`src/rtl/pacl_pkg.sv`:
```
// ============================================================================
// pacl_pkg - shared types and constants of the prefix access list filter
// field widths, request and decision codes, table entry layout and the
// command and status bundles between controller and datapath
// ============================================================================
`default_nettype none

package pacl_pkg;

    localparam int DEF_TABLE_DEPTH = 16;

    localparam int TYPE_W     = 2;
    localparam int FAM_W      = 2;
    localparam int ADDR_W     = 64;
    localparam int PLEN_W     = 8;
    localparam int DEC_W      = 2;
    localparam int CFG_IDX_W  = 1;
    localparam int CFG_DATA_W = 1;

    typedef enum logic [TYPE_W-1:0] {
        REQ_CLEAR      = 2'd0,
        REQ_ADD_ACCEPT = 2'd1,
        REQ_ADD_REJECT = 2'd2,
        REQ_CHECK      = 2'd3
    } req_type_t;

    localparam logic [FAM_W-1:0] FAM_IPV4  = 2'd0;
    localparam logic [FAM_W-1:0] FAM_IPV6  = 2'd1;
    localparam logic [FAM_W-1:0] FAM_MAC48 = 2'd2;
    localparam logic [FAM_W-1:0] FAM_EUI64 = 2'd3;

    localparam logic [DEC_W-1:0] DEC_DEFAULT = 2'd0;
    localparam logic [DEC_W-1:0] DEC_REJECT  = 2'd1;
    localparam logic [DEC_W-1:0] DEC_ACCEPT  = 2'd2;

    localparam logic [CFG_IDX_W-1:0] CFG_SCAN_ORDER   = 1'b0;
    localparam logic [CFG_IDX_W-1:0] CFG_DFLT_VERDICT = 1'b1;

    typedef enum logic {
        TBL_ACCEPT = 1'b0,
        TBL_REJECT = 1'b1
    } tbl_t;

    // one stored prefix, length already saturated to the family width
    typedef struct packed {
        logic [FAM_W-1:0]  fam;
        logic [PLEN_W-1:0] plen;
        logic [ADDR_W-1:0] hi;
        logic [ADDR_W-1:0] lo;
    } entry_t;

    typedef struct packed {
        logic capture;
        logic clear;
        logic write;
        tbl_t write_tbl;
        logic scan_start;
        logic scan_step;
        tbl_t scan_tbl;
    } cmd_t;

    typedef struct packed {
        logic accept_full;
        logic reject_full;
        logic hit;
        logic done;
    } stat_t;

    function automatic logic [PLEN_W-1:0] family_width(input logic [FAM_W-1:0] fam);
        logic [PLEN_W-1:0] w;
        unique case (fam)
            FAM_IPV4:  w = 8'd32;
            FAM_IPV6:  w = 8'd128;
            FAM_MAC48: w = 8'd48;
            FAM_EUI64: w = 8'd64;
        endcase
        return w;
    endfunction

    function automatic logic [PLEN_W-1:0] sat_plen(input logic [FAM_W-1:0]  fam,
                                                   input logic [PLEN_W-1:0] plen);
        logic [PLEN_W-1:0] w;
        w = family_width(fam);
        return (plen > w) ? w : plen;
    endfunction

endpackage

`default_nettype wire

```
`src/rtl/pacl_if.sv`:
```
// ============================================================================
// pacl_if - request and response channels of the prefix access list filter
// valid/ready handshake with the payload fields carried alongside
// ============================================================================
`default_nettype none

interface pacl_req_if
    import pacl_pkg::*;
();
    logic              valid;
    logic              ready;
    logic [TYPE_W-1:0] req_type;
    logic [FAM_W-1:0]  addr_family;
    logic [ADDR_W-1:0] addr_hi;
    logic [ADDR_W-1:0] addr_lo;
    logic [PLEN_W-1:0] prefix_len;

    modport source (output valid, req_type, addr_family, addr_hi, addr_lo, prefix_len,
                    input  ready);
    modport sink   (input  valid, req_type, addr_family, addr_hi, addr_lo, prefix_len,
                    output ready);
endinterface

interface pacl_rsp_if
    import pacl_pkg::*;
();
    logic             valid;
    logic             ready;
    logic             accepted;
    logic [DEC_W-1:0] decided_by;
    logic             load_error;

    modport source (output valid, accepted, decided_by, load_error, input ready);
    modport sink   (input  valid, accepted, decided_by, load_error, output ready);
endinterface

`default_nettype wire

```
`src/rtl/pacl_dp.sv`:
```
// ============================================================================
// pacl_dp - datapath of the prefix access list filter
// request capture, the two prefix tables with their fill counts, the scan
// read pointer and the masked prefix compare
// ============================================================================
`default_nettype none

module pacl_dp
    import pacl_pkg::*;
#(
    parameter int TABLE_DEPTH = DEF_TABLE_DEPTH
) (
    input  logic              clk,
    input  logic              rst_n,
    input  cmd_t              cmd,
    output stat_t             stat,
    input  logic [FAM_W-1:0]  in_family,
    input  logic [ADDR_W-1:0] in_addr_hi,
    input  logic [ADDR_W-1:0] in_addr_lo,
    input  logic [PLEN_W-1:0] in_prefix_len
);

    localparam int CNT_W = $clog2(TABLE_DEPTH + 1);
    localparam int IDX_W = (TABLE_DEPTH > 1) ? $clog2(TABLE_DEPTH) : 1;
    localparam logic [CNT_W-1:0] FULL_CNT = CNT_W'(TABLE_DEPTH);

    // captured request
    logic [FAM_W-1:0]  fam_reg;
    logic [ADDR_W-1:0] hi_reg;
    logic [ADDR_W-1:0] lo_reg;
    logic [PLEN_W-1:0] plen_reg;

    entry_t acc_mem [TABLE_DEPTH];
    entry_t rej_mem [TABLE_DEPTH];
    entry_t acc_q_reg;
    entry_t rej_q_reg;

    logic [CNT_W-1:0] acc_used_reg, acc_used_next;
    logic [CNT_W-1:0] rej_used_reg, rej_used_next;
    logic [CNT_W-1:0] rd_idx_reg, rd_idx_next;
    logic             rd_vld_reg, rd_vld_next;
    tbl_t             tbl_reg, tbl_next;

    entry_t            wr_entry;
    entry_t            cur;
    logic [CNT_W-1:0]  used_sel;
    logic              acc_full;
    logic              rej_full;
    logic              more;
    logic              issue;
    logic [ADDR_W-1:0] mask_hi;
    logic [ADDR_W-1:0] mask_lo;
    logic              match;

    assign acc_full = (acc_used_reg == FULL_CNT);
    assign rej_full = (rej_used_reg == FULL_CNT);

    assign wr_entry = '{fam: fam_reg, plen: sat_plen(fam_reg, plen_reg),
                        hi: hi_reg, lo: lo_reg};

    assign used_sel = (tbl_reg == TBL_REJECT) ? rej_used_reg : acc_used_reg;
    assign more     = (rd_idx_reg < used_sel);
    assign issue    = cmd.scan_step && !cmd.scan_start && more;

    // masked compare of the entry read in the previous cycle
    assign cur     = (tbl_reg == TBL_REJECT) ? rej_q_reg : acc_q_reg;
    assign mask_hi = ~({ADDR_W{1'b1}} >> cur.plen);
    assign mask_lo = (cur.plen > PLEN_W'(ADDR_W))
                   ? ~({ADDR_W{1'b1}} >> (cur.plen - PLEN_W'(ADDR_W)))
                   : '0;
    assign match   = (cur.fam == fam_reg)
                  && (((cur.hi ^ hi_reg) & mask_hi) == '0)
                  && (((cur.lo ^ lo_reg) & mask_lo) == '0);

    assign stat.accept_full = acc_full;
    assign stat.reject_full = rej_full;
    assign stat.hit         = rd_vld_reg && match;
    assign stat.done        = !more && !(rd_vld_reg && match);

    always_comb
    begin
        acc_used_next = acc_used_reg;
        rej_used_next = rej_used_reg;
        rd_idx_next   = rd_idx_reg;
        rd_vld_next   = rd_vld_reg;
        tbl_next      = tbl_reg;

        if (cmd.clear)
        begin
            acc_used_next = '0;
            rej_used_next = '0;
        end
        else if (cmd.write)
        begin
            if (cmd.write_tbl == TBL_ACCEPT && !acc_full)
            begin
                acc_used_next = acc_used_reg + 1'b1;
            end
            if (cmd.write_tbl == TBL_REJECT && !rej_full)
            begin
                rej_used_next = rej_used_reg + 1'b1;
            end
        end

        if (cmd.scan_start)
        begin
            rd_idx_next = '0;
            rd_vld_next = 1'b0;
            tbl_next    = cmd.scan_tbl;
        end
        else if (cmd.scan_step)
        begin
            rd_vld_next = more;
            if (more)
            begin
                rd_idx_next = rd_idx_reg + 1'b1;
            end
        end
    end

    always_ff @(posedge clk or negedge rst_n)
    begin
        if (!rst_n)
        begin
            acc_used_reg <= '0;
            rej_used_reg <= '0;
            rd_idx_reg   <= '0;
            rd_vld_reg   <= 1'b0;
            tbl_reg      <= TBL_ACCEPT;
        end
        else
        begin
            acc_used_reg <= acc_used_next;
            rej_used_reg <= rej_used_next;
            rd_idx_reg   <= rd_idx_next;
            rd_vld_reg   <= rd_vld_next;
            tbl_reg      <= tbl_next;
        end
    end

    always_ff @(posedge clk)
    begin
        if (cmd.capture)
        begin
            fam_reg  <= in_family;
            hi_reg   <= in_addr_hi;
            lo_reg   <= in_addr_lo;
            plen_reg <= in_prefix_len;
        end
    end

    // table writes at the fill count
    always_ff @(posedge clk)
    begin
        if (cmd.write && cmd.write_tbl == TBL_ACCEPT && !acc_full)
        begin
            acc_mem[acc_used_reg[IDX_W-1:0]] <= wr_entry;
        end
        if (cmd.write && cmd.write_tbl == TBL_REJECT && !rej_full)
        begin
            rej_mem[rej_used_reg[IDX_W-1:0]] <= wr_entry;
        end
    end

    // registered scan reads, one entry a cycle while scan_step is asserted and entries remain
    always_ff @(posedge clk)
    begin
        if (issue)
        begin
            acc_q_reg <= acc_mem[rd_idx_reg[IDX_W-1:0]];
            rej_q_reg <= rej_mem[rd_idx_reg[IDX_W-1:0]];
        end
    end

endmodule

`default_nettype wire

```
`src/rtl/pacl_ctrl.sv`:
```
// ============================================================================
// pacl_ctrl - controller of the prefix access list filter
// request sequencing, table scan order, configuration registers and the
// response output register
// ============================================================================
`default_nettype none

module pacl_ctrl
    import pacl_pkg::*;
(
    input  logic                  clk,
    input  logic                  rst_n,
    input  logic                  in_valid,
    output logic                  in_ready,
    input  req_type_t             in_type,
    output logic                  out_valid,
    input  logic                  out_ready,
    output logic                  out_accepted,
    output logic [DEC_W-1:0]      out_decided_by,
    output logic                  out_load_error,
    input  logic                  cfg_we,
    input  logic [CFG_IDX_W-1:0]  cfg_index,
    input  logic [CFG_DATA_W-1:0] cfg_data,
    output cmd_t                  cmd,
    input  stat_t                 stat
);

    typedef enum logic [1:0] {
        ST_IDLE,
        ST_APPLY,
        ST_SCAN,
        ST_PUSH
    } state_t;

    state_t           state_reg, state_next;
    req_type_t        type_reg, type_next;
    logic             phase_reg, phase_next;
    logic             rej_first_reg, rej_first_next;
    logic             acc_dflt_reg, acc_dflt_next;
    logic             res_acc_reg, res_acc_next;
    logic [DEC_W-1:0] res_dec_reg, res_dec_next;
    logic             res_err_reg, res_err_next;
    logic             out_valid_reg, out_valid_next;
    logic             out_acc_reg, out_acc_next;
    logic [DEC_W-1:0] out_dec_reg, out_dec_next;
    logic             out_err_reg, out_err_next;

    tbl_t first_tbl;
    tbl_t second_tbl;
    tbl_t cur_tbl;

    assign first_tbl  = rej_first_reg ? TBL_REJECT : TBL_ACCEPT;
    assign second_tbl = rej_first_reg ? TBL_ACCEPT : TBL_REJECT;
    assign cur_tbl    = phase_reg ? second_tbl : first_tbl;

    assign out_valid      = out_valid_reg;
    assign out_accepted   = out_acc_reg;
    assign out_decided_by = out_dec_reg;
    assign out_load_error = out_err_reg;

    always_comb
    begin
        state_next     = state_reg;
        type_next      = type_reg;
        phase_next     = phase_reg;
        rej_first_next = rej_first_reg;
        acc_dflt_next  = acc_dflt_reg;
        res_acc_next   = res_acc_reg;
        res_dec_next   = res_dec_reg;
        res_err_next   = res_err_reg;
        out_valid_next = out_valid_reg && !out_ready;
        out_acc_next   = out_acc_reg;
        out_dec_next   = out_dec_reg;
        out_err_next   = out_err_reg;
        in_ready       = 1'b0;
        cmd            = '0;

        if (cfg_we)
        begin
            unique case (cfg_index)
                CFG_SCAN_ORDER:   rej_first_next = cfg_data[0];
                CFG_DFLT_VERDICT: acc_dflt_next  = cfg_data[0];
            endcase
        end

        unique case (state_reg)
            ST_IDLE:
            begin
                in_ready = 1'b1;
                if (in_valid)
                begin
                    cmd.capture = 1'b1;
                    type_next   = in_type;
                    if (in_type == REQ_CHECK)
                    begin
                        cmd.scan_start = 1'b1;
                        cmd.scan_tbl   = first_tbl;
                        phase_next     = 1'b0;
                        state_next     = ST_SCAN;
                    end
                    else
                    begin
                        state_next = ST_APPLY;
                    end
                end
            end

            ST_APPLY:
            begin
                res_acc_next = 1'b0;
                res_dec_next = DEC_DEFAULT;
                res_err_next = 1'b0;
                unique case (type_reg)
                    REQ_CLEAR:
                    begin
                        cmd.clear = 1'b1;
                    end
                    REQ_ADD_ACCEPT:
                    begin
                        cmd.write_tbl = TBL_ACCEPT;
                        cmd.write     = !stat.accept_full;
                        res_err_next  = stat.accept_full;
                    end
                    REQ_ADD_REJECT:
                    begin
                        cmd.write_tbl = TBL_REJECT;
                        cmd.write     = !stat.reject_full;
                        res_err_next  = stat.reject_full;
                    end
                    REQ_CHECK:
                    begin
                        // checks go through the scan states
                        res_err_next = 1'b0;
                    end
                endcase
                state_next = ST_PUSH;
            end

            ST_SCAN:
            begin
                cmd.scan_tbl = cur_tbl;
                if (stat.hit)
                begin
                    res_acc_next = (cur_tbl == TBL_ACCEPT);
                    res_dec_next = (cur_tbl == TBL_ACCEPT) ? DEC_ACCEPT : DEC_REJECT;
                    res_err_next = 1'b0;
                    state_next   = ST_PUSH;
                end
                else if (stat.done)
                begin
                    if (!phase_reg)
                    begin
                        phase_next     = 1'b1;
                        cmd.scan_start = 1'b1;
                        cmd.scan_tbl   = second_tbl;
                    end
                    else
                    begin
                        res_acc_next = acc_dflt_reg;
                        res_dec_next = DEC_DEFAULT;
                        res_err_next = 1'b0;
                        state_next   = ST_PUSH;
                    end
                end
                else
                begin
                    cmd.scan_step = 1'b1;
                end
            end

            ST_PUSH:
            begin
                if (!out_valid_reg || out_ready)
                begin
                    out_valid_next = 1'b1;
                    out_acc_next   = res_acc_reg;
                    out_dec_next   = res_dec_reg;
                    out_err_next   = res_err_reg;
                    state_next     = ST_IDLE;
                end
            end
        endcase
    end

    always_ff @(posedge clk or negedge rst_n)
    begin
        if (!rst_n)
        begin
            state_reg     <= ST_IDLE;
            type_reg      <= REQ_CLEAR;
            phase_reg     <= 1'b0;
            rej_first_reg <= 1'b0;
            acc_dflt_reg  <= 1'b0;
            res_acc_reg   <= 1'b0;
            res_dec_reg   <= DEC_DEFAULT;
            res_err_reg   <= 1'b0;
            out_valid_reg <= 1'b0;
            out_acc_reg   <= 1'b0;
            out_dec_reg   <= DEC_DEFAULT;
            out_err_reg   <= 1'b0;
        end
        else
        begin
            state_reg     <= state_next;
            type_reg      <= type_next;
            phase_reg     <= phase_next;
            rej_first_reg <= rej_first_next;
            acc_dflt_reg  <= acc_dflt_next;
            res_acc_reg   <= res_acc_next;
            res_dec_reg   <= res_dec_next;
            res_err_reg   <= res_err_next;
            out_valid_reg <= out_valid_next;
            out_acc_reg   <= out_acc_next;
            out_dec_reg   <= out_dec_next;
            out_err_reg   <= out_err_next;
        end
    end

endmodule

`default_nettype wire

```
`src/rtl/prefix_acl_check.sv`:
```
// ============================================================================
// prefix_acl_check - address prefix access list filter
// keeps an accept table and a reject table of address prefixes, appends
// entries, clears both tables and checks addresses against them
// ============================================================================
//
//  channel   direction  handshake          payload
//  req       in         valid / ready      req_type, addr_family, addr_hi,
//                                          addr_lo, prefix_len
//  rsp       out        valid / ready      accepted, decided_by, load_error
//  cfg       in         cfg_we, no wait    cfg_index, cfg_data
//
//  clear and append pass from idle through the apply and push states to the
//  response register; a check scans the first table then the second, one
//  entry compared a cycle through the single read port of each table memory,
//  and ends at the first hit, or when both tables are exhausted
//  a request is taken whenever the controller is idle, even while the
//  previous response still sits unread in the output register
//  reset clears fill counts and configuration; table contents are not cleared,
//  entries at or above the fill count are never compared
//
`default_nettype none

module prefix_acl_check
    import pacl_pkg::*;
#(
    parameter int TABLE_DEPTH = DEF_TABLE_DEPTH
) (
    input  logic                  clk,
    input  logic                  rst_n,
    pacl_req_if.sink              req,
    pacl_rsp_if.source            rsp,
    input  logic                  cfg_we,
    input  logic [CFG_IDX_W-1:0]  cfg_index,
    input  logic [CFG_DATA_W-1:0] cfg_data
);

    // command and status between sequencer and datapath
    cmd_t  cmd;
    stat_t stat;

    // sequencer: request flow, scan order, config and response register
    pacl_ctrl u_ctrl (
        .clk            (clk),
        .rst_n          (rst_n),
        .in_valid       (req.valid),
        .in_ready       (req.ready),
        .in_type        (req_type_t'(req.req_type)),
        .out_valid      (rsp.valid),
        .out_ready      (rsp.ready),
        .out_accepted   (rsp.accepted),
        .out_decided_by (rsp.decided_by),
        .out_load_error (rsp.load_error),
        .cfg_we         (cfg_we),
        .cfg_index      (cfg_index),
        .cfg_data       (cfg_data),
        .cmd            (cmd),
        .stat           (stat)
    );

    // datapath: prefix tables, fill counts, scan pointer and compare
    pacl_dp #(
        .TABLE_DEPTH (TABLE_DEPTH)
    ) u_dp (
        .clk           (clk),
        .rst_n         (rst_n),
        .cmd           (cmd),
        .stat          (stat),
        .in_family     (req.addr_family),
        .in_addr_hi    (req.addr_hi),
        .in_addr_lo    (req.addr_lo),
        .in_prefix_len (req.prefix_len)
    );

endmodule

`default_nettype wire

```
`src/flat_wrapper.sv`:
```
// flat-port wrapper written by rule: the top's interface ports become plain ports
module prefix_acl_check_flat import pacl_pkg::*;
#(
    parameter int TABLE_DEPTH = DEF_TABLE_DEPTH
)
  (clk, rst_n, cfg_we, cfg_index, cfg_data, req_valid, req_req_type, req_addr_family, req_addr_hi, req_addr_lo, req_prefix_len, req_ready, rsp_valid, rsp_accepted, rsp_decided_by, rsp_load_error, rsp_ready);
  pacl_req_if req_i ();
  pacl_rsp_if rsp_i ();
  input  logic clk;
  input  logic rst_n;
  input  logic cfg_we;
  input  logic [CFG_IDX_W-1:0] cfg_index;
  input  logic [CFG_DATA_W-1:0] cfg_data;
  input wire logic [$bits(req_i.valid)-1:0] req_valid;
  input wire logic [$bits(req_i.req_type)-1:0] req_req_type;
  input wire logic [$bits(req_i.addr_family)-1:0] req_addr_family;
  input wire logic [$bits(req_i.addr_hi)-1:0] req_addr_hi;
  input wire logic [$bits(req_i.addr_lo)-1:0] req_addr_lo;
  input wire logic [$bits(req_i.prefix_len)-1:0] req_prefix_len;
  output wire logic [$bits(req_i.ready)-1:0] req_ready;
  output wire logic [$bits(rsp_i.valid)-1:0] rsp_valid;
  output wire logic [$bits(rsp_i.accepted)-1:0] rsp_accepted;
  output wire logic [$bits(rsp_i.decided_by)-1:0] rsp_decided_by;
  output wire logic [$bits(rsp_i.load_error)-1:0] rsp_load_error;
  input wire logic [$bits(rsp_i.ready)-1:0] rsp_ready;
  assign req_i.valid = req_valid;
  assign req_i.req_type = req_req_type;
  assign req_i.addr_family = req_addr_family;
  assign req_i.addr_hi = req_addr_hi;
  assign req_i.addr_lo = req_addr_lo;
  assign req_i.prefix_len = req_prefix_len;
  assign req_ready = req_i.ready;
  assign rsp_valid = rsp_i.valid;
  assign rsp_accepted = rsp_i.accepted;
  assign rsp_decided_by = rsp_i.decided_by;
  assign rsp_load_error = rsp_i.load_error;
  assign rsp_i.ready = rsp_ready;
  prefix_acl_check #(.TABLE_DEPTH(TABLE_DEPTH)) u_core (.clk(clk), .rst_n(rst_n), .req(req_i), .rsp(rsp_i), .cfg_we(cfg_we), .cfg_index(cfg_index), .cfg_data(cfg_data));
endmodule
```
`config.mk`:
```
export PLATFORM = sky130hd
export DESIGN_NAME = prefix_acl_check_flat
export DESIGN_NICKNAME = d
export VERILOG_FILES = /design/src/rtl/pacl_pkg.sv /design/src/rtl/pacl_if.sv /design/src/rtl/pacl_dp.sv /design/src/rtl/pacl_ctrl.sv /design/src/rtl/prefix_acl_check.sv /design/src/flat_wrapper.sv
export SDC_FILE = /design/constraint.sdc
export NUM_CORES = 2
export LEC_CHECK = 0
export BUFFER_PORTS_ARGS = -buffer_cell sky130_fd_sc_hd__buf_2
export CAP_MARGIN = 0
export CELL_PAD_IN_SITES_DETAIL_PLACEMENT = 0
export CELL_PAD_IN_SITES_GLOBAL_PLACEMENT = 1
export CORE_MARGIN = 1.5
export CORE_UTILIZATION = 51
export CTS_CLUSTER_SIZE = 14
export DETAILED_ROUTE_END_ITERATION = 8
export GPL_ROUTABILITY_DRIVEN = 0
export PLACE_DENSITY = 0.79
export SYNTH_ARGS = -nofsm -noshare
export SYNTH_HDL_FRONTEND = slang
export SYNTH_HIERARCHICAL = 1
export SYNTH_MEMORY_MAX_BITS = 65536
export SYNTH_SLANG_ARGS = --single-unit
export TNS_END_PERCENT = 5
```
`constraint.sdc`:
```
create_clock -name clk -period 29.5 [get_ports clk]
set_input_delay 1.475 -clock clk [delete_from_list [all_inputs] [get_ports clk]]
set_output_delay 1.475 -clock clk [all_outputs]
set_load 0.03 [all_outputs]
```
# After elaboration in Yosys (flattened, before gate mapping)
# Memories as Yosys holds them, arrays and structs flattened. A register that Yosys moved wholly into a read port is not among the register bits.
# Cells that the tools add are included.
# word_totals
n_memories	2
output_inout_bits	6
mem_bits_ro	0
register_bits	171
elab_cells	173
mem_bits_rw	4416
in_bits	147
latch_bits	0
# memory_table
memory	words	word_bits	read_ports	rd_clocked_by_memory_dff	write_ports	line_no	rtl
u_core.u_dp.acc_mem	16	138	1	1	1	pacl_dp.sv:33	entry_t acc_mem [TABLE_DEPTH];
u_core.u_dp.rej_mem	16	138	1	1	1	pacl_dp.sv:34	entry_t rej_mem [TABLE_DEPTH];
# classes
reduce_logical	43
div_mod_pow	0
n_eq_ne	19
mul	0
bitwise_logic	9
mux	70
n_lt_le_gt_ge	3
addsub	4
shift	2
# ops
cell	count
two-way mux 138 bit	1
AND 64 bit	2
logical NOT 64 bit	2
inverter 64 bit	2
right shift 64 x 8 -> 64 bit, first input constant	2
bitwise XOR 64 bit	2
two-way mux 64 bit	1
two-way mux 5 bit	10
two-way mux 1 bit	35
one-hot mux 8 bit (4 select lines)	1
two-way mux 2 bit	10
adder 5 x 1 -> 5 bit, second input constant	3
AND reduction 2 bit	7
nonzero test 2 bit	7
logical AND 1 bit	13
equality test 2 bit, second input constant	6
one-hot mux 1 bit (2 select lines)	6
equality test 5 bit, second input constant	2
> comparator 8 x 7 -> 1 bit, second input constant	1
> comparator 8 bit	1
two-way mux 8 bit	1
!= test 2 bit, second input constant	4
one-hot mux 2 bit (2 select lines)	2
one-hot mux 2 bit (4 select lines)	1
15 further kinds	28

# Longest topological paths before layout
# logic_depth
word_depth	17
depth_mapped	18
depth_no_buf	17

# By module
# Netlist, hierarchy kept.
# by_module_without_submodules
module	cells_each	seq_area_each_um2	instances	area_per_inst_um2
pacl_dp	7376	145464.5	1	183795.0
pacl_ctrl	92	400.4	1	957.2

# Least setup slack after synthesis
# OpenSTA, ideal clock, no wires.
# synth_timing
path_kind	register -> register
from	reg u_core.u_dp.tbl_reg
to	reg, netlist name u_core/u_dp/acc_q_reg[0]
synth_period_minus_slack_ns	30.967
arrival_ns	29.380
slack_ns	-1.467
setup_time_ns	1.588
path_buffers	3
stages_incl_launch_ff	17
t_required_ns	27.912
path_cell_list	dfrtp_1 > buf_6 > mux2_2 > inv_1 > ha_1 > clkbuf_1 > inv_1 > o31ai_1 > o2111ai_1 > a2111oi_0 > nand4_1 > o41ai_2 > and4bb_1 > nand3b_1 > o21ai_0 > buf_1 > nor4_1
# synth_lines
item	line_no	rtl
start: declaration	pacl_dp.sv:42	tbl_t tbl_reg, tbl_next;
start signal: assignment	pacl_dp.sv:137	tbl_reg <= tbl_next;

==> out/results.tsv <==
metric	value	unit
CP required	30.05	ns
hold slack	0.510	ns
Fin. Hold Viols	0	
Post-Synth Adder-Cell Area	0.00190	
synth warn	6	
Post-CTS Hold Buffers	0	
maximum number of pins on one net before global-route repair	158	
Final Instance Area	207000	µm²
HPWL Detailed	228000	µm
Synth Register Bits	4863	
mux contribution to synthesized area	0.177	
fin crit share	0.326	
P_int	12.6	mW
Crit path largest cell delay	1.25	ns
switching pwr	4.41	mW
worst hold path type	reg -> reg	
sequential power share	0.480	
core footprint	360000	µm²
met1 GRT Util	0.346	
share of the synthesized area in the top cell type	0.785	
most instantiated library cell after synthesis	edfxtp_1	
layout cell share with drive strength beyond 1	0.296	
# port buffers	152	
Sum Neg Setup Slack	0	ns
PwrDens	82.3	nW/µm²
simple-gate share of the synthesized area	0.00808	
first drt pass iteration count	9	
clk buf depth	4	
status	complete, but fails checks	
register area share after synthesis	0.790	
Slew Viols, Final	0	
post-CTS setup repair buffer count	0	
CTS clk-pin slew, worst paths	0.06	ns
Inserted Clock Buffers	456	
synth cell count leaders	edfxtp_1, mux4_2, clkbuf_1	
antenna violations before repair	22	
Cell Rows	220	
Top Ports	153	
Post-DP Area	192000	µm²
Die ar.	366000	µm²
nets	8130	
RSZ-0062 raised after global routing	false	
synthesized cell area	185000	µm²
largest family of logic cells by synthesized area	multiplexers	
post-synthesis cell count	7468	
post-synth top area cell	edfxtp_1	
sw frac	0.259	
GRT overflow	0	
Worst-Margin Slew	1.29	ns
DRC	90	
crit path DAT	10.16	ns
Syn Area/Cell	24.7	µm²
critical path class	reg -> reg	
CP max stage cell	dfrtp_4	
WL/cell	35.1	µm
Post-Synth XOR/XNOR Area	0.00716	
GRT busiest layer	met2	
starting DRC count in detailed routing	13800	
Clk pwr share	0.333	
Mapped Nets	7643	
Netlist cell types	78	
Initial Utilization	0.514	
Max Freq	0.104	GHz
DR vias	86200	
Final setup viols	0	
worst setup margin	19.88	ns
Core Util, Final	0.575	
antenna viol nets, final	0	
clk sinks	4863	
Gate power share	0.187	
GRT Resource Usage Total	0.251	
synth top area cells	edfxtp_1, mux4_2, mux2i_1	
Synth Flop Type	edfxtp_1	
maximum vdd drop	0.0888	mV
Final Skew	0.0850	ns
Die X	605	µm
Crit Path Max Fanout	147	
failing checks	DRC	
crit end category	flip-flop	
EDFF count, synth	4830	
vias per cell	6.57	
met2 usage	0.416	
routing usage on met3	0.0382	
Synth Area in Compound Gates	0.00834	
worst slack at placement	20.23	ns
CP Launch Type	flip-flop	
final wirelength	461000	µm
htree depth	5	
first-pass GRT wire length	650000	µm
die height	605	µm
Area Overhead vs Synth	11.9	%
Clk Latency, worst-skew pair	1.01	ns
total of max-cap violations	0	
vias in the first global route	87300	
post-synthesis async set-or-reset flop share	0.00679	
post-CTS sizing	0	
CTS tree	yes	
post-layout min period	9.62	ns
CP Cell Sequence	buf_12 > mux2i_2 > ha_1 > o21ai_0 > o41ai_1 > o2111ai_1 > nor4_1 > a41oi_1 > o41ai_2 > and4bb_1 > nand3b_1 > o21ai_0 > nor4_4 > buf_4 > buf_12	
Leak	62.1	nW
slew margin rel.	0.142	
Root Driver	clkbuf_16	
-- worst max-delay path: cells and delay by family (launching register included) --
| kind | cells | cell delay, ns |
|---|---|---|
| compound gates | 6 | 2.20 |
| simple gates | 4 | 1.58 |
| flops | 1 | 1.25 |
| mux | 1 | 0.57 |
| fa+ha+maj | 1 | 0.72 |
| buf+inv | 3 | 2.32 |
-- logic make-up (layout without fill, tap and decap cells) --
group / after synthesis / after routing
DFF: 4863 / 4863
muxes: 1534 / 1534
buffers and inverters: 384 / 1252
and+or+nand+nor: 278 / 278
AOI/OAI and AO/OA: 230 / 230
xor gates and xnor gates: 151 / 151
adders and majority gates: 28 / 28
other: 0 / 5
-- layout by cell type (no fill, tap or decap), types with 26 or more instances in the layout --
master / n
edfxtp_1: 4830
mux4_2: 1380
clkbuf_16: 459
buf_4: 205
buf_2: 152
mux2i_1: 141
clkinv_1: 118
xnor2_1: 109
clkinv_2: 99
clkbuf_1: 91
nor2_1: 62
o21ai_0: 51
nand2_1: 48
a21oi_1: 43
xor2_1: 42
buf_12: 31
bufinv_16: 30
ha_1: 28
dfrtp_1: 28
nor3_1: 26
-- power groups by stage --
stage                     Sequential [mW]  Clock [mW]  Combinational (mW)
after floorplan                      8.34           0                2.23
after global placement               8.31           0                3.13
after detailed placement             8.32           0                3.17
after CTS                            8.17        5.73                3.19
after global routing                 8.19        5.98                3.35
final                                8.17        5.66                3.17
-- final cells by class --
| cell class | count | area [µm²] |
|---|---|---|
| clock buffer | 550 | 11800 |
| tap | 4773 | 5970 |
| sequential | 4863 | 146000 |
| inverter | 25 | 101 |
| multi-input combinational | 2221 | 37500 |
| clock inverter | 289 | 2500 |
| fill | 24800 | 153000 |
| antenna | 5 | 12.5 |
| timing repair buffer | 388 | 2920 |
-- per-layer routing --
metal  wire (µm)  share of wire
met2      229000           0.50
met3       44000          0.096
met5          29       0.000063
met4       16700          0.036
met1      171000           0.37
-- final timing paths --
check / to / cells after the start / start / slack, ns
worst max-delay path: u_core/u_dp/acc_q_reg[64] / 15 / u_core/u_dp/tbl_reg / 19.88
worst min-delay path: u_core/u_ctrl/out_load_error / 1 / u_core/u_ctrl/out_load_error / 0.51
worst max register to register: u_core/u_dp/acc_q_reg[64] / 15 / u_core/u_dp/tbl_reg / 19.88
worst min register to register: u_core/u_ctrl/out_load_error / 1 / u_core/u_ctrl/out_load_error / 0.51
max in group asynchronous: u_core/u_dp/rd_idx_reg[3] / 1 / rst_n / 27.99
min in group asynchronous: u_core/u_dp/acc_used_reg[0] / 1 / rst_n / 0.72
-- per-stage QoR --
step                      total power [mW]  cells
after floorplan                       10.6   7468
after global placement                11.4  12300
after detailed placement              11.5  12300
after CTS                             17.1  13100
after global routing                  17.5  13100
final                                 17.0  13100
Power figures use the tool's default switching activity.
